[config.mk]
export PLATFORM = sky130hd
export DESIGN_NAME = jpeg_header_marker_parser
export DESIGN_NICKNAME = d
export VERILOG_FILES = /design/src/rtl/core/jhmp_pkg.sv /design/src/rtl/core/jhmp_front.sv /design/src/rtl/core/jhmp_fifo.sv /design/src/rtl/core/jhmp_back.sv /design/src/rtl/core/jpeg_header_marker_parser.sv
export SDC_FILE = /design/constraint.sdc
export NUM_CORES = 2
export LEC_CHECK = 0
export BUFFER_PORTS_ARGS = -buffer_cell sky130_fd_sc_hd__buf_4
export CORE_ASPECT_RATIO = 0.75
export CORE_MARGIN = 1
export CORE_UTILIZATION = 61
export CTS_CLUSTER_DIAMETER = 150
export DETAILED_ROUTE_END_ITERATION = 16
export GPL_TIMING_DRIVEN = 0
export PLACE_DENSITY_LB_ADDON = 0.08
export SYNTH_ARGS = -nofsm -noshare
export SYNTH_HDL_FRONTEND = slang
export SYNTH_SLANG_ARGS = --single-unit
[constraint.sdc]
create_clock -name clk -period 22.5 [get_ports clk]
set_input_delay 2.25 -clock clk [delete_from_list [all_inputs] [get_ports clk]]
set_output_delay 2.25 -clock clk [all_outputs]
set_load 0.05 [all_outputs]
[src/rtl/core/jhmp_pkg.sv]
// Shared types and constants for the JPEG header marker parser.
// Holds the channel payload structs, the queue entry and the marker classes.
// No dependencies.
package jhmp_pkg;

    localparam int OFFSET_BITS_DEF = 32;
    localparam int OFFSET_BITS_MAX = 48;

    localparam logic [2:0] MK_NOPAY = 3'd0;
    localparam logic [2:0] MK_SOF0  = 3'd1;
    localparam logic [2:0] MK_SOS   = 3'd2;
    localparam logic [2:0] MK_FIXED = 3'd3;
    localparam logic [2:0] MK_LEN   = 3'd4;
    localparam logic [2:0] MK_SOFN  = 3'd5;
    localparam logic [2:0] MK_RSVD  = 3'd6;

    typedef struct packed {
        logic [7:0] data_byte;
        logic       end_of_stream;
    } in_item_t;

    typedef struct packed {
        logic        header_ok;
        logic [3:0]  error_code;
        logic [15:0] image_width;
        logic [15:0] image_height;
        logic [1:0]  component_count;
        logic [39:0] hres_fixed;
        logic [39:0] vres_fixed;
        logic [31:0] scan_data_offset;
    } out_item_t;

    typedef struct packed {
        logic [7:0] data_byte;
        logic       end_of_stream;
        logic       is_ff;
        logic       is_app0;
        logic [2:0] mclass;
    } jhmp_entry_t;

    typedef struct packed {
        logic empty;
        logic full;
    } jhmp_qstat_t;

endpackage

[src/rtl/core/jhmp_front.sv]
// Front end of the parser: input handshake and marker classification.
// Depends on jhmp_pkg.
module jhmp_front (
    input  logic                 in_valid,
    output logic                 in_ready,
    input  jhmp_pkg::in_item_t   in_data,
    input  jhmp_pkg::jhmp_qstat_t qstat,
    output logic                 push,
    output jhmp_pkg::jhmp_entry_t entry
);
    import jhmp_pkg::*;

    logic [7:0] c;

    assign c        = in_data.data_byte;
    assign in_ready = !qstat.full;
    assign push     = in_valid && !qstat.full;

    always_comb
    begin
        entry.data_byte     = c;
        entry.end_of_stream = in_data.end_of_stream;
        entry.is_ff         = (c == 8'hff);
        entry.is_app0       = (c == 8'he0);
        priority if (c == 8'h00 || c == 8'h01 || (c >= 8'hd0 && c <= 8'hd9))
            entry.mclass = MK_NOPAY;
        else if (c == 8'hc0)
            entry.mclass = MK_SOF0;
        else if (c == 8'hda)
            entry.mclass = MK_SOS;
        else if (c == 8'hdc || c == 8'hdd)
            entry.mclass = MK_FIXED;
        else if (c == 8'hc4 || c == 8'hdb || c >= 8'he0)
            entry.mclass = MK_LEN;
        else if ((c >= 8'hc1 && c <= 8'hcf) || c == 8'hde || c == 8'hdf)
            entry.mclass = MK_SOFN;
        else
            entry.mclass = MK_RSVD;
    end

endmodule

[src/rtl/core/jhmp_fifo.sv]
// Two-entry queue between the classifying front end and the parsing back end.
// Depends on jhmp_pkg.
module jhmp_fifo (
    input  logic                  clk,
    input  logic                  rst_n,
    input  logic                  push,
    input  jhmp_pkg::jhmp_entry_t wr_data,
    input  logic                  pop,
    output jhmp_pkg::jhmp_entry_t rd_data,
    output jhmp_pkg::jhmp_qstat_t qstat
);
    import jhmp_pkg::*;

    jhmp_entry_t mem_reg [2];
    logic       wr_ptr_reg, wr_ptr_next;
    logic       rd_ptr_reg, rd_ptr_next;
    logic [1:0] count_reg, count_next;

    assign rd_data     = mem_reg[rd_ptr_reg];
    assign qstat.empty = (count_reg == 2'd0);
    assign qstat.full  = (count_reg == 2'd2);

    always_comb
    begin
        wr_ptr_next = push ? !wr_ptr_reg : wr_ptr_reg;
        rd_ptr_next = pop ? !rd_ptr_reg : rd_ptr_reg;
        count_next  = count_reg + {1'b0, push} - {1'b0, pop};
    end

    always_ff @(posedge clk or negedge rst_n)
    begin
        if (!rst_n)
        begin
            wr_ptr_reg <= 1'b0;
            rd_ptr_reg <= 1'b0;
            count_reg  <= 2'd0;
        end
        else
        begin
            wr_ptr_reg <= wr_ptr_next;
            rd_ptr_reg <= rd_ptr_next;
            count_reg  <= count_next;
        end
    end

    always_ff @(posedge clk)
    begin
        if (push)
        begin
            mem_reg[wr_ptr_reg] <= wr_data;
        end
    end

endmodule

[src/rtl/core/jhmp_back.sv]
// Back end of the parser: the marker and segment state machine and the result register.
// Depends on jhmp_pkg; takes classified bytes from jhmp_fifo.
module jhmp_back #(
    parameter int OFFSET_BITS = jhmp_pkg::OFFSET_BITS_DEF
) (
    input  logic                  clk,
    input  logic                  rst_n,
    input  logic                  strict_version,
    input  jhmp_pkg::jhmp_qstat_t qstat,
    input  jhmp_pkg::jhmp_entry_t entry,
    output logic                  pop,
    output logic                  out_valid,
    input  logic                  out_ready,
    output jhmp_pkg::out_item_t   out_data
);
    import jhmp_pkg::*;

    localparam logic [3:0] PH_HUNT   = 4'd0;
    localparam logic [3:0] PH_PREFIX = 4'd1;
    localparam logic [3:0] PH_LEN    = 4'd2;
    localparam logic [3:0] PH_SKIP   = 4'd3;
    localparam logic [3:0] PH_SOF    = 4'd4;
    localparam logic [3:0] PH_SOFC   = 4'd5;
    localparam logic [3:0] PH_APPID  = 4'd6;
    localparam logic [3:0] PH_JFIF   = 4'd7;
    localparam logic [3:0] PH_SOS    = 4'd8;
    localparam logic [3:0] PH_SOSC   = 4'd9;
    localparam logic [3:0] PH_SOST   = 4'd10;
    localparam logic [3:0] PH_DONE   = 4'd11;

    localparam logic [3:0] E_NONE   = 4'd0;
    localparam logic [3:0] E_PREC   = 4'd1;
    localparam logic [3:0] E_COMP   = 4'd2;
    localparam logic [3:0] E_SOFN   = 4'd3;
    localparam logic [3:0] E_RSVD   = 4'd4;
    localparam logic [3:0] E_SCANID = 4'd5;
    localparam logic [3:0] E_AC     = 4'd6;
    localparam logic [3:0] E_DC     = 4'd7;
    localparam logic [3:0] E_JFIF   = 4'd8;
    localparam logic [3:0] E_NOSOS  = 4'd9;

    localparam logic [39:0] DPI_DEFAULT = 40'd72 << 16;
    localparam logic [17:0] CM_TO_DPI   = 18'h28a3d;

    logic [3:0]             phase_reg, phase_next;
    logic [15:0]            seg_reg, seg_next;
    logic [3:0]             fpos_reg, fpos_next;
    logic [15:0]            fw_reg, fw_next;
    logic [15:0]            fh_reg, fh_next;
    logic [7:0]             ids_reg [3];
    logic [7:0]             ids_next [3];
    logic [1:0]             fcomp_reg, fcomp_next;
    logic [39:0]            hres_reg, hres_next;
    logic [39:0]            vres_reg, vres_next;
    logic [1:0]             units_reg, units_next;
    logic [3:0]             perr_reg, perr_next;
    logic [OFFSET_BITS-1:0] offset_reg, offset_next;
    logic                   app0_reg, app0_next;
    logic [7:0]             hold_reg, hold_next;
    logic [15:0]            xd_reg, xd_next;
    logic [7:0]             thumb_reg, thumb_next;
    logic                   tag_reg, tag_next;
    logic [7:0]             sel_reg [3];
    logic [7:0]             sel_next [3];
    logic [2:0]             selv_reg, selv_next;
    logic [1:0]             slot_reg, slot_next;
    logic                   serr_reg, serr_next;
    logic                   ovalid_reg, ovalid_next;
    out_item_t              odata_reg, odata_next;

    logic                   emit;
    logic                   emit_ok;
    logic [3:0]             emit_code;
    logic [7:0]             b;
    logic [15:0]            word;
    logic [15:0]            len_pay;
    logic [15:0]            seg_dec;
    logic [17:0]            thumb_bytes;
    logic [22:0]            x72;
    logic [22:0]            y72;
    logic [7:0]             tag_byte;
    logic                   ac_bad;
    logic                   dc_bad;
    logic [OFFSET_BITS_MAX-1:0] off_wide;

    assign pop       = !qstat.empty && (!ovalid_reg || out_ready);
    assign out_valid = ovalid_reg;
    assign out_data  = odata_reg;
    assign b         = entry.data_byte;
    assign word      = {hold_reg, b};
    assign seg_dec   = seg_reg - 16'd1;
    assign len_pay   = (word >= 16'd2) ? word - 16'd2 : 16'd0;
    assign thumb_bytes = 18'(thumb_reg * b) * 18'd3;
    assign x72       = 23'(xd_reg) * 23'd72;
    assign y72       = 23'(word) * 23'd72;

    always_comb
    begin
        unique case (fpos_reg[1:0])
            2'd0: tag_byte = 8'h4a;
            2'd1: tag_byte = 8'h46;
            2'd2: tag_byte = 8'h49;
            default: tag_byte = 8'h46;
        endcase
    end

    always_comb
    begin
        phase_next = phase_reg;
        seg_next   = seg_reg;
        fpos_next  = fpos_reg;
        fw_next    = fw_reg;
        fh_next    = fh_reg;
        ids_next   = ids_reg;
        fcomp_next = fcomp_reg;
        hres_next  = hres_reg;
        vres_next  = vres_reg;
        units_next = units_reg;
        perr_next  = perr_reg;
        offset_next = offset_reg;
        app0_next  = app0_reg;
        hold_next  = hold_reg;
        xd_next    = xd_reg;
        thumb_next = thumb_reg;
        tag_next   = tag_reg;
        sel_next   = sel_reg;
        selv_next  = selv_reg;
        slot_next  = slot_reg;
        serr_next  = serr_reg;
        emit       = 1'b0;
        emit_ok    = 1'b0;
        emit_code  = E_NONE;
        ac_bad     = 1'b0;
        dc_bad     = 1'b0;

        if (phase_reg != PH_DONE)
        begin
            offset_next = offset_reg + 1'b1;
        end

        unique case (phase_reg)
            PH_HUNT:
            begin
                if (entry.is_ff)
                begin
                    phase_next = PH_PREFIX;
                end
            end
            PH_PREFIX:
            begin
                if (!entry.is_ff)
                begin
                    app0_next = entry.is_app0;
                    fpos_next = 4'd0;
                    unique case (entry.mclass)
                        MK_NOPAY: phase_next = PH_HUNT;
                        MK_SOF0:  phase_next = PH_SOF;
                        MK_SOS:   phase_next = PH_SOS;
                        MK_FIXED:
                        begin
                            seg_next   = 16'd4;
                            phase_next = PH_SKIP;
                        end
                        MK_SOFN:
                        begin
                            perr_next  = E_SOFN;
                            phase_next = PH_LEN;
                        end
                        MK_RSVD:
                        begin
                            perr_next  = E_RSVD;
                            phase_next = PH_LEN;
                        end
                        default:  phase_next = PH_LEN;
                    endcase
                end
            end
            PH_LEN:
            begin
                if (fpos_reg == 4'd0)
                begin
                    hold_next = b;
                    fpos_next = 4'd1;
                end
                else
                begin
                    seg_next  = len_pay;
                    fpos_next = 4'd0;
                    if (app0_reg && len_pay > 16'd5)
                    begin
                        tag_next   = 1'b1;
                        phase_next = PH_APPID;
                    end
                    else
                    begin
                        phase_next = (len_pay != 16'd0) ? PH_SKIP : PH_HUNT;
                    end
                end
            end
            PH_SKIP:
            begin
                if (seg_reg != 16'd0)
                begin
                    seg_next = seg_dec;
                end
                if (seg_reg <= 16'd1)
                begin
                    phase_next = PH_HUNT;
                end
            end
            PH_SOF:
            begin
                fpos_next = fpos_reg + 4'd1;
                unique case (fpos_reg)
                    4'd2:
                    begin
                        if (b != 8'd8)
                        begin
                            perr_next = E_PREC;
                        end
                    end
                    4'd3, 4'd5: hold_next = b;
                    4'd4: fh_next = word;
                    4'd6: fw_next = word;
                    4'd7:
                    begin
                        fpos_next = 4'd0;
                        if (b == 8'd1 || b == 8'd3)
                        begin
                            fcomp_next = b[1:0];
                            seg_next   = (b == 8'd1) ? 16'd3 : 16'd9;
                            phase_next = PH_SOFC;
                        end
                        else
                        begin
                            fcomp_next = 2'd0;
                            perr_next  = E_COMP;
                            phase_next = PH_HUNT;
                        end
                    end
                    default: ;
                endcase
            end
            PH_SOFC:
            begin
                if (fpos_reg == 4'd0)
                begin
                    ids_next[0] = b;
                end
                if (fpos_reg == 4'd3)
                begin
                    ids_next[1] = b;
                end
                if (fpos_reg == 4'd6)
                begin
                    ids_next[2] = b;
                end
                fpos_next = fpos_reg + 4'd1;
                seg_next  = seg_dec;
                if (seg_dec == 16'd0)
                begin
                    phase_next = PH_HUNT;
                end
            end
            PH_APPID:
            begin
                seg_next = seg_dec;
                if (fpos_reg < 4'd4 && b != tag_byte)
                begin
                    tag_next = 1'b0;
                end
                fpos_next = fpos_reg + 4'd1;
                if (fpos_reg == 4'd4)
                begin
                    fpos_next = 4'd0;
                    if (tag_next)
                    begin
                        phase_next = PH_JFIF;
                    end
                    else
                    begin
                        phase_next = (seg_dec != 16'd0) ? PH_SKIP : PH_HUNT;
                    end
                end
            end
            PH_JFIF:
            begin
                seg_next  = seg_dec;
                fpos_next = fpos_reg + 4'd1;
                if (fpos_reg < 4'd8 && seg_dec == 16'd0)
                begin
                    emit = 1'b1;
                end
                unique case (fpos_reg)
                    4'd0, 4'd3, 4'd5: hold_next = b;
                    4'd1:
                    begin
                        if (strict_version ? (word != 16'h100 && word != 16'h101)
                                           : (word < 16'h100))
                        begin
                            emit = 1'b1;
                        end
                    end
                    4'd2: units_next = (b > 8'd2) ? 2'd3 : b[1:0];
                    4'd4: xd_next = word;
                    4'd6:
                    begin
                        unique case (units_reg)
                            2'd0:
                            begin
                                hres_next = 40'({x72, 16'h0});
                                vres_next = 40'({y72, 16'h0});
                            end
                            2'd1:
                            begin
                                hres_next = 40'({xd_reg, 16'h0});
                                vres_next = 40'({word, 16'h0});
                            end
                            2'd2:
                            begin
                                hres_next = 40'(34'(xd_reg) * 34'(CM_TO_DPI));
                                vres_next = 40'(34'(word) * 34'(CM_TO_DPI));
                            end
                            default: ;
                        endcase
                    end
                    4'd7: thumb_next = b;
                    default:
                    begin
                        if (thumb_bytes == {2'b00, seg_dec})
                        begin
                            phase_next = (seg_dec != 16'd0) ? PH_SKIP : PH_HUNT;
                        end
                        else
                        begin
                            emit = 1'b1;
                        end
                    end
                endcase
                if (emit)
                begin
                    perr_next = E_JFIF;
                    emit_code = E_JFIF;
                end
            end
            PH_SOS:
            begin
                if (fpos_reg < 4'd2)
                begin
                    fpos_next = fpos_reg + 4'd1;
                end
                else
                begin
                    selv_next = 3'b000;
                    serr_next = 1'b0;
                    fpos_next = 4'd0;
                    if (b == 8'd0)
                    begin
                        phase_next = PH_SOST;
                    end
                    else
                    begin
                        seg_next   = {7'd0, b, 1'b0};
                        phase_next = PH_SOSC;
                    end
                end
            end
            PH_SOSC:
            begin
                if (!fpos_reg[0])
                begin
                    slot_next = 2'd3;
                    if (!serr_reg)
                    begin
                        for (int i = 2; i >= 0; i--)
                        begin
                            if (2'(i) < fcomp_reg && ids_reg[i] == b)
                            begin
                                slot_next = 2'(i);
                            end
                        end
                        if (slot_next == 2'd3)
                        begin
                            serr_next = 1'b1;
                            perr_next = E_SCANID;
                        end
                    end
                end
                else if (!serr_reg && slot_reg != 2'd3)
                begin
                    sel_next[slot_reg]  = b;
                    selv_next[slot_reg] = 1'b1;
                end
                fpos_next = {fpos_reg[3:1], !fpos_reg[0]};
                seg_next  = seg_dec;
                if (seg_dec == 16'd0)
                begin
                    fpos_next  = 4'd0;
                    phase_next = PH_SOST;
                end
            end
            PH_SOST:
            begin
                if (fpos_reg >= 4'd2)
                begin
                    for (int i = 0; i < 3; i++)
                    begin
                        if (selv_reg[i])
                        begin
                            if (!(sel_reg[i][3:0] == 4'd0 || sel_reg[i][3:0] == 4'd1
                                  || sel_reg[i][3:0] == 4'd15))
                            begin
                                ac_bad = 1'b1;
                            end
                            if (!(sel_reg[i][7:4] == 4'd0 || sel_reg[i][7:4] == 4'd1
                                  || sel_reg[i][7:4] == 4'd15))
                            begin
                                dc_bad = 1'b1;
                            end
                        end
                    end
                    if (ac_bad)
                    begin
                        perr_next = E_AC;
                    end
                    if (dc_bad)
                    begin
                        perr_next = E_DC;
                    end
                    emit      = 1'b1;
                    emit_ok   = (perr_next == E_NONE);
                    emit_code = perr_next;
                end
                else
                begin
                    fpos_next = fpos_reg + 4'd1;
                end
            end
            default: ;
        endcase

        if (emit)
        begin
            phase_next = PH_DONE;
        end

        if (entry.end_of_stream && !emit && phase_reg != PH_DONE)
        begin
            emit      = 1'b1;
            emit_ok   = 1'b0;
            emit_code = E_NOSOS;
        end

        off_wide = OFFSET_BITS_MAX'(offset_next);
        odata_next.header_ok        = emit_ok;
        odata_next.error_code       = emit_code;
        odata_next.image_width      = fw_next;
        odata_next.image_height     = fh_next;
        odata_next.component_count  = fcomp_next;
        odata_next.hres_fixed       = hres_next;
        odata_next.vres_fixed       = vres_next;
        odata_next.scan_data_offset = emit_ok ? off_wide[31:0] : 32'd0;

        if (entry.end_of_stream)
        begin
            phase_next  = PH_HUNT;
            seg_next    = 16'd0;
            fpos_next   = 4'd0;
            fw_next     = 16'd0;
            fh_next     = 16'd0;
            ids_next[0] = 8'd0;
            ids_next[1] = 8'd0;
            ids_next[2] = 8'd0;
            fcomp_next  = 2'd0;
            hres_next   = DPI_DEFAULT;
            vres_next   = DPI_DEFAULT;
            units_next  = 2'd0;
            perr_next   = E_NONE;
            offset_next = '0;
            app0_next   = 1'b0;
            hold_next   = 8'd0;
            xd_next     = 16'd0;
            thumb_next  = 8'd0;
            tag_next    = 1'b0;
            sel_next[0] = 8'd0;
            sel_next[1] = 8'd0;
            sel_next[2] = 8'd0;
            selv_next   = 3'b000;
            slot_next   = 2'd3;
            serr_next   = 1'b0;
        end

        ovalid_next = ovalid_reg && !out_ready;
        if (pop && emit)
        begin
            ovalid_next = 1'b1;
        end
    end

    always_ff @(posedge clk or negedge rst_n)
    begin
        if (!rst_n)
        begin
            phase_reg  <= PH_HUNT;
            seg_reg    <= 16'd0;
            fpos_reg   <= 4'd0;
            fw_reg     <= 16'd0;
            fh_reg     <= 16'd0;
            ids_reg[0] <= 8'd0;
            ids_reg[1] <= 8'd0;
            ids_reg[2] <= 8'd0;
            fcomp_reg  <= 2'd0;
            hres_reg   <= DPI_DEFAULT;
            vres_reg   <= DPI_DEFAULT;
            units_reg  <= 2'd0;
            perr_reg   <= E_NONE;
            offset_reg <= '0;
            app0_reg   <= 1'b0;
            hold_reg   <= 8'd0;
            xd_reg     <= 16'd0;
            thumb_reg  <= 8'd0;
            tag_reg    <= 1'b0;
            sel_reg[0] <= 8'd0;
            sel_reg[1] <= 8'd0;
            sel_reg[2] <= 8'd0;
            selv_reg   <= 3'b000;
            slot_reg   <= 2'd3;
            serr_reg   <= 1'b0;
            ovalid_reg <= 1'b0;
        end
        else
        begin
            ovalid_reg <= ovalid_next;
            if (pop)
            begin
                phase_reg  <= phase_next;
                seg_reg    <= seg_next;
                fpos_reg   <= fpos_next;
                fw_reg     <= fw_next;
                fh_reg     <= fh_next;
                ids_reg    <= ids_next;
                fcomp_reg  <= fcomp_next;
                hres_reg   <= hres_next;
                vres_reg   <= vres_next;
                units_reg  <= units_next;
                perr_reg   <= perr_next;
                offset_reg <= offset_next;
                app0_reg   <= app0_next;
                hold_reg   <= hold_next;
                xd_reg     <= xd_next;
                thumb_reg  <= thumb_next;
                tag_reg    <= tag_next;
                sel_reg    <= sel_next;
                selv_reg   <= selv_next;
                slot_reg   <= slot_next;
                serr_reg   <= serr_next;
            end
        end
    end

    always_ff @(posedge clk)
    begin
        if (pop && emit)
        begin
            odata_reg <= odata_next;
        end
    end

endmodule

[src/rtl/core/jpeg_header_marker_parser.sv]
// Top level of the JPEG header marker parser.
// Depends on jhmp_pkg, jhmp_front, jhmp_fifo and jhmp_back.
//
// Usage: the file is streamed in one byte per transaction on the in channel,
// with end_of_stream set on the last byte. The parser hunts for markers,
// skips segments by length, reads SOF0 and the JFIF density, and checks the
// SOS table selectors. One result transaction leaves on the out channel at
// the end of the SOS header, on a fatal JFIF fault, or at end of stream when
// no result was sent for that file; later bytes of the file are dropped.
// The cfg channel writes the strict_version bit and is always ready.
// Throughput is one byte per cycle while no result waits on a stalled
// receiver, set by the byte-wide state machine in the back end. The deciding
// byte is written into the two-entry queue, and the back end registers the
// result when it pops that byte, after any bytes queued ahead of it. When the
// receiver stalls, the back end holds a pending result and the queue absorbs
// two more bytes before in_ready drops.
// Reset clears the parse state, the queue and strict_version; the block is
// ready as soon as reset is released.
module jpeg_header_marker_parser #(
    parameter int OFFSET_BITS = jhmp_pkg::OFFSET_BITS_DEF
) (
    input  logic                clk,
    input  logic                rst_n,
    input  logic                in_valid,
    output logic                in_ready,
    input  jhmp_pkg::in_item_t  in_data,
    output logic                out_valid,
    input  logic                out_ready,
    output jhmp_pkg::out_item_t out_data,
    input  logic                cfg_valid,
    output logic                cfg_ready,
    input  logic                cfg_data
);
    import jhmp_pkg::*;

    logic        strict_reg;
    logic        push;
    logic        pop;
    jhmp_entry_t wr_entry;
    jhmp_entry_t rd_entry;
    jhmp_qstat_t qstat;

    assign cfg_ready = 1'b1;

    always_ff @(posedge clk or negedge rst_n)
    begin
        if (!rst_n)
        begin
            strict_reg <= 1'b0;
        end
        else if (cfg_valid)
        begin
            strict_reg <= cfg_data;
        end
    end

    jhmp_front u_front (
        .in_valid (in_valid),
        .in_ready (in_ready),
        .in_data  (in_data),
        .qstat    (qstat),
        .push     (push),
        .entry    (wr_entry)
    );

    jhmp_fifo u_fifo (
        .clk     (clk),
        .rst_n   (rst_n),
        .push    (push),
        .wr_data (wr_entry),
        .pop     (pop),
        .rd_data (rd_entry),
        .qstat   (qstat)
    );

    jhmp_back #(
        .OFFSET_BITS (OFFSET_BITS)
    ) u_back (
        .clk            (clk),
        .rst_n          (rst_n),
        .strict_version (strict_reg),
        .qstat          (qstat),
        .entry          (rd_entry),
        .pop            (pop),
        .out_valid      (out_valid),
        .out_ready      (out_ready),
        .out_data       (out_data)
    );

    a_push_fills: assert property (@(posedge clk) disable iff (!rst_n)
        push |=> !qstat.empty)
        else $error("Queue empty after a write.");

    a_pop_has_room: assert property (@(posedge clk) disable iff (!rst_n)
        pop |-> (!out_valid || out_ready))
        else $error("Byte consumed while a result was blocked.");

    a_pop_not_empty: assert property (@(posedge clk) disable iff (!rst_n)
        pop |-> !qstat.empty)
        else $error("Read from an empty queue.");

endmodule

==> metrics.txt <==
sequential cell area about 12000 um^2; Root Buffer Master clkbuf_16; Worst R2R Path Depth 34; first-pass GRT wire length 177.6 mm; max reg flops 151; slowest stage cell, crit path clkbuf_1; WP data required 22850 ps; DR iter-0 viols 3805; register-to-register setup slack 9770 ps; Via density 6.520; All-Layer GR Usage 0.3993; fin crit share 0.5657; CTS Buffer Depth 3; Worst-Margin Slew ~1500 ps; syn_nets 4222; Max-Cap Viols 2; Hold Path Sink u_back.hres_reg[19]$_DFFE_PN1P_; Core Rows between 70 and 80; largest net degree at the start of global routing 117; Clock Latency Late Sink 630 ps; Setup-failing EPs final 0; Fillers 4483; wire length on met2 approximately 48 mm; worst r2r dst u_back.out_data[106]$_DFFE_PP_; share of post-route cells with drive strength above 1 0.08994; HPWL Detailed a little under 90 mm; uppermost routed layer met5; setup TNS 0 ps; antenna violations before repair 3; initial core utilization 0.6186; RSZ-0062 raised after global routing false; Worst Hold Path Cells 2; library cells used by synthesis 91; Horiz. Die Dim 280.9 um; TritonCTS Buffers 47; crit-path max FO 25; most frequent cells in the layout 428 x ha_1, 368 x inv_1, 335 x nand2_1, 264 x dfrtp_1, 239 x o21ai_0; DR WL/cell roughly 25 um; most common cell after layout, fill and taps aside ha_1; post-route ant nets 0; Crit path arrival time 13080 ps; crit path buf inv count 12; Final Util 0.6907; Metal-1 WL 49.17 mm; failing checks capacitance limit, slew limit; routed via count 30240; post-CTS setup buffers 0; Chip Height around 210 um; H-tree lvl count 2; DRC 0; Clock Skew 47.97 ps; Min-Delay Startpoint u_back.hres_reg[19]$_DFFE_PN1P_; Setup crit start kind register; Met3 Wirelength 15.46 mm; max_slew headroom -0.02680; Yosys reg bits 449; routability cong. 0.9858; CTS Sinks 449; Ports 169; Layout Nets about 4400; Max stage delay on crit path 1030 ps; outcome finished with violations; CTS tree built; Area Growth Syn to Fin 11.67%; drt pass-1 iters 9; clock-pin slew on the worst setup and hold paths roughly 60 ps; ys async rst share 0.6013; core area 57530 um^2; CTS-repair resized insts 0; number of synthesized flops with an enable pin 179; f_max around 79 MHz; warnings from Yosys 0; post-synthesis sequential area ratio 0.3411; cell area after synthesis 35590 um^2; Tmin final 12730 ps; number of global-route vias before repair 29480; worst setup path class register to register; Multi-input gate area 21530 um^2; GRT overflow 0; Top FF cell, synth dfrtp_1; WL final 117.4 mm; Mean Syn Cell Area 9.907 um^2; path type of the worst min-delay path register to register; # diodes 0; port bufs between 150 and 200; reg-to-reg startpoint u_fifo.rd_ptr_reg$_DFFE_PN0P_; max-slew violations 21; post-synthesis cell count 3592; Crit. End Element register; Hold Fails Final Rpt 0; delay-heaviest family, CP buffers and inverters; die area 59320 um^2; CTS Hold Bufs 0
## how the worst max path moves through the flow
stage / from / end / slack (ps) / cells after the start
2_1_floorplan: u_fifo.rd_ptr_reg$_DFFE_PN0P_ / u_back.out_data[0]$_SDFFCE_PN0P_ / 6790 / 30
3_3_place_gp: u_fifo.rd_ptr_reg$_DFFE_PN0P_ / u_back.out_data[34]$_DFFE_PP_ / 740 / 28
3_5_place_dp: u_fifo.rd_ptr_reg$_DFFE_PN0P_ / u_back.out_data[34]$_DFFE_PP_ / 10110 / 34
4_1_cts: u_fifo.rd_ptr_reg$_DFFE_PN0P_ / u_back.out_data[42]$_DFFE_PP_ / 10020 / 34
5_1_grt: u_fifo.rd_ptr_reg$_DFFE_PN0P_ / u_back.out_data[106]$_DFFE_PP_ / 9480 / 34
6_report: u_fifo.rd_ptr_reg$_DFFE_PN0P_ / u_back.out_data[106]$_DFFE_PP_ / 9770 / 34
## cells by family after synthesis
logic type | Yosys count | share of synthesized area
fa+ha+maj | 615 | 0.2557
simple gates | 892 | 0.1180
xor+xnor | 200 | 0.05038
compound gates | 860 | 0.1614
mux | 60 | 0.01828
flops | 449 | 0.3411
other cells | 1 | 0.0001054
buf+inv | 515 | 0.05499
## layer usage
metal / vias to the layer above / global-route usage
li1: 13160 / -
met1: 14840 / 0.5801
met3: 309 / 0.1200
met2: 1924 / 0.5674
met5: - / 0
met4: 4 / 0.1311
## tightest hold or removal path: stages, from the launching register on
cell       delay (ps)
dfstp_2           360
inv_1              60
a2bb2oi_1          60
## area by class of cell
cell class | instances | share of cell area
sequential | 449 | 0.3055
buffer | 144 | 0.01423
multi-input combinational | 2628 | 0.5417
inverter | 371 | 0.03504
clock inverter | 29 | 0.009288
timing repair buffer | 178 | 0.03719
tap | 780 | 0.02456
clock buffer | 59 | 0.03253
## per-stage QoR
step | instance area (um^2) | hold WS [ps] | worst slack [ps] | instances
after floorplan | 35590 | 444.8 | 6786 | 3592
after detailed placement | 38080 | 467.3 | 10110 | 4550
after CTS | 39740 | 486.6 | 10020 | 4638
after global routing | 39740 | 504.5 | 9477 | 4638
after global placement | 37820 | 455.5 | 736.0 | 4539
final | 39740 | 485.3 | 9771 | 4638
## cell usage after synthesis, types with 22 or more instances
library cell / count / share of area
ha_1: 428 / 0.15
inv_1: 368 / 0.039
nand2_1: 335 / 0.035
dfrtp_1: 264 / 0.19
o21ai_0: 239 / 0.034
nor2_1: 207 / 0.022
fa_1: 187 / 0.11
edfxtp_1: 179 / 0.15
a21oi_1: 157 / 0.022
xnor2_1: 146 / 0.036
a22o_1: 131 / 0.032
clkbuf_1: 125 / 0.013
nand3_1: 60 / 0.0084
nor3_1: 55 / 0.0077
xor2_1: 51 / 0.013
and2_1: 49 / 0.0086
a21o_1: 48 / 0.010
mux2_2: 40 / 0.013
o31ai_1: 40 / 0.0084
a31oi_1: 35 / 0.0062
nand4_1: 32 / 0.0056
and3_1: 24 / 0.0042
nand2b_1: 22 / 0.0039
Power is not shown: default switching activity piles up to over one toggle a cycle in this logic, so the estimate is an artifact.
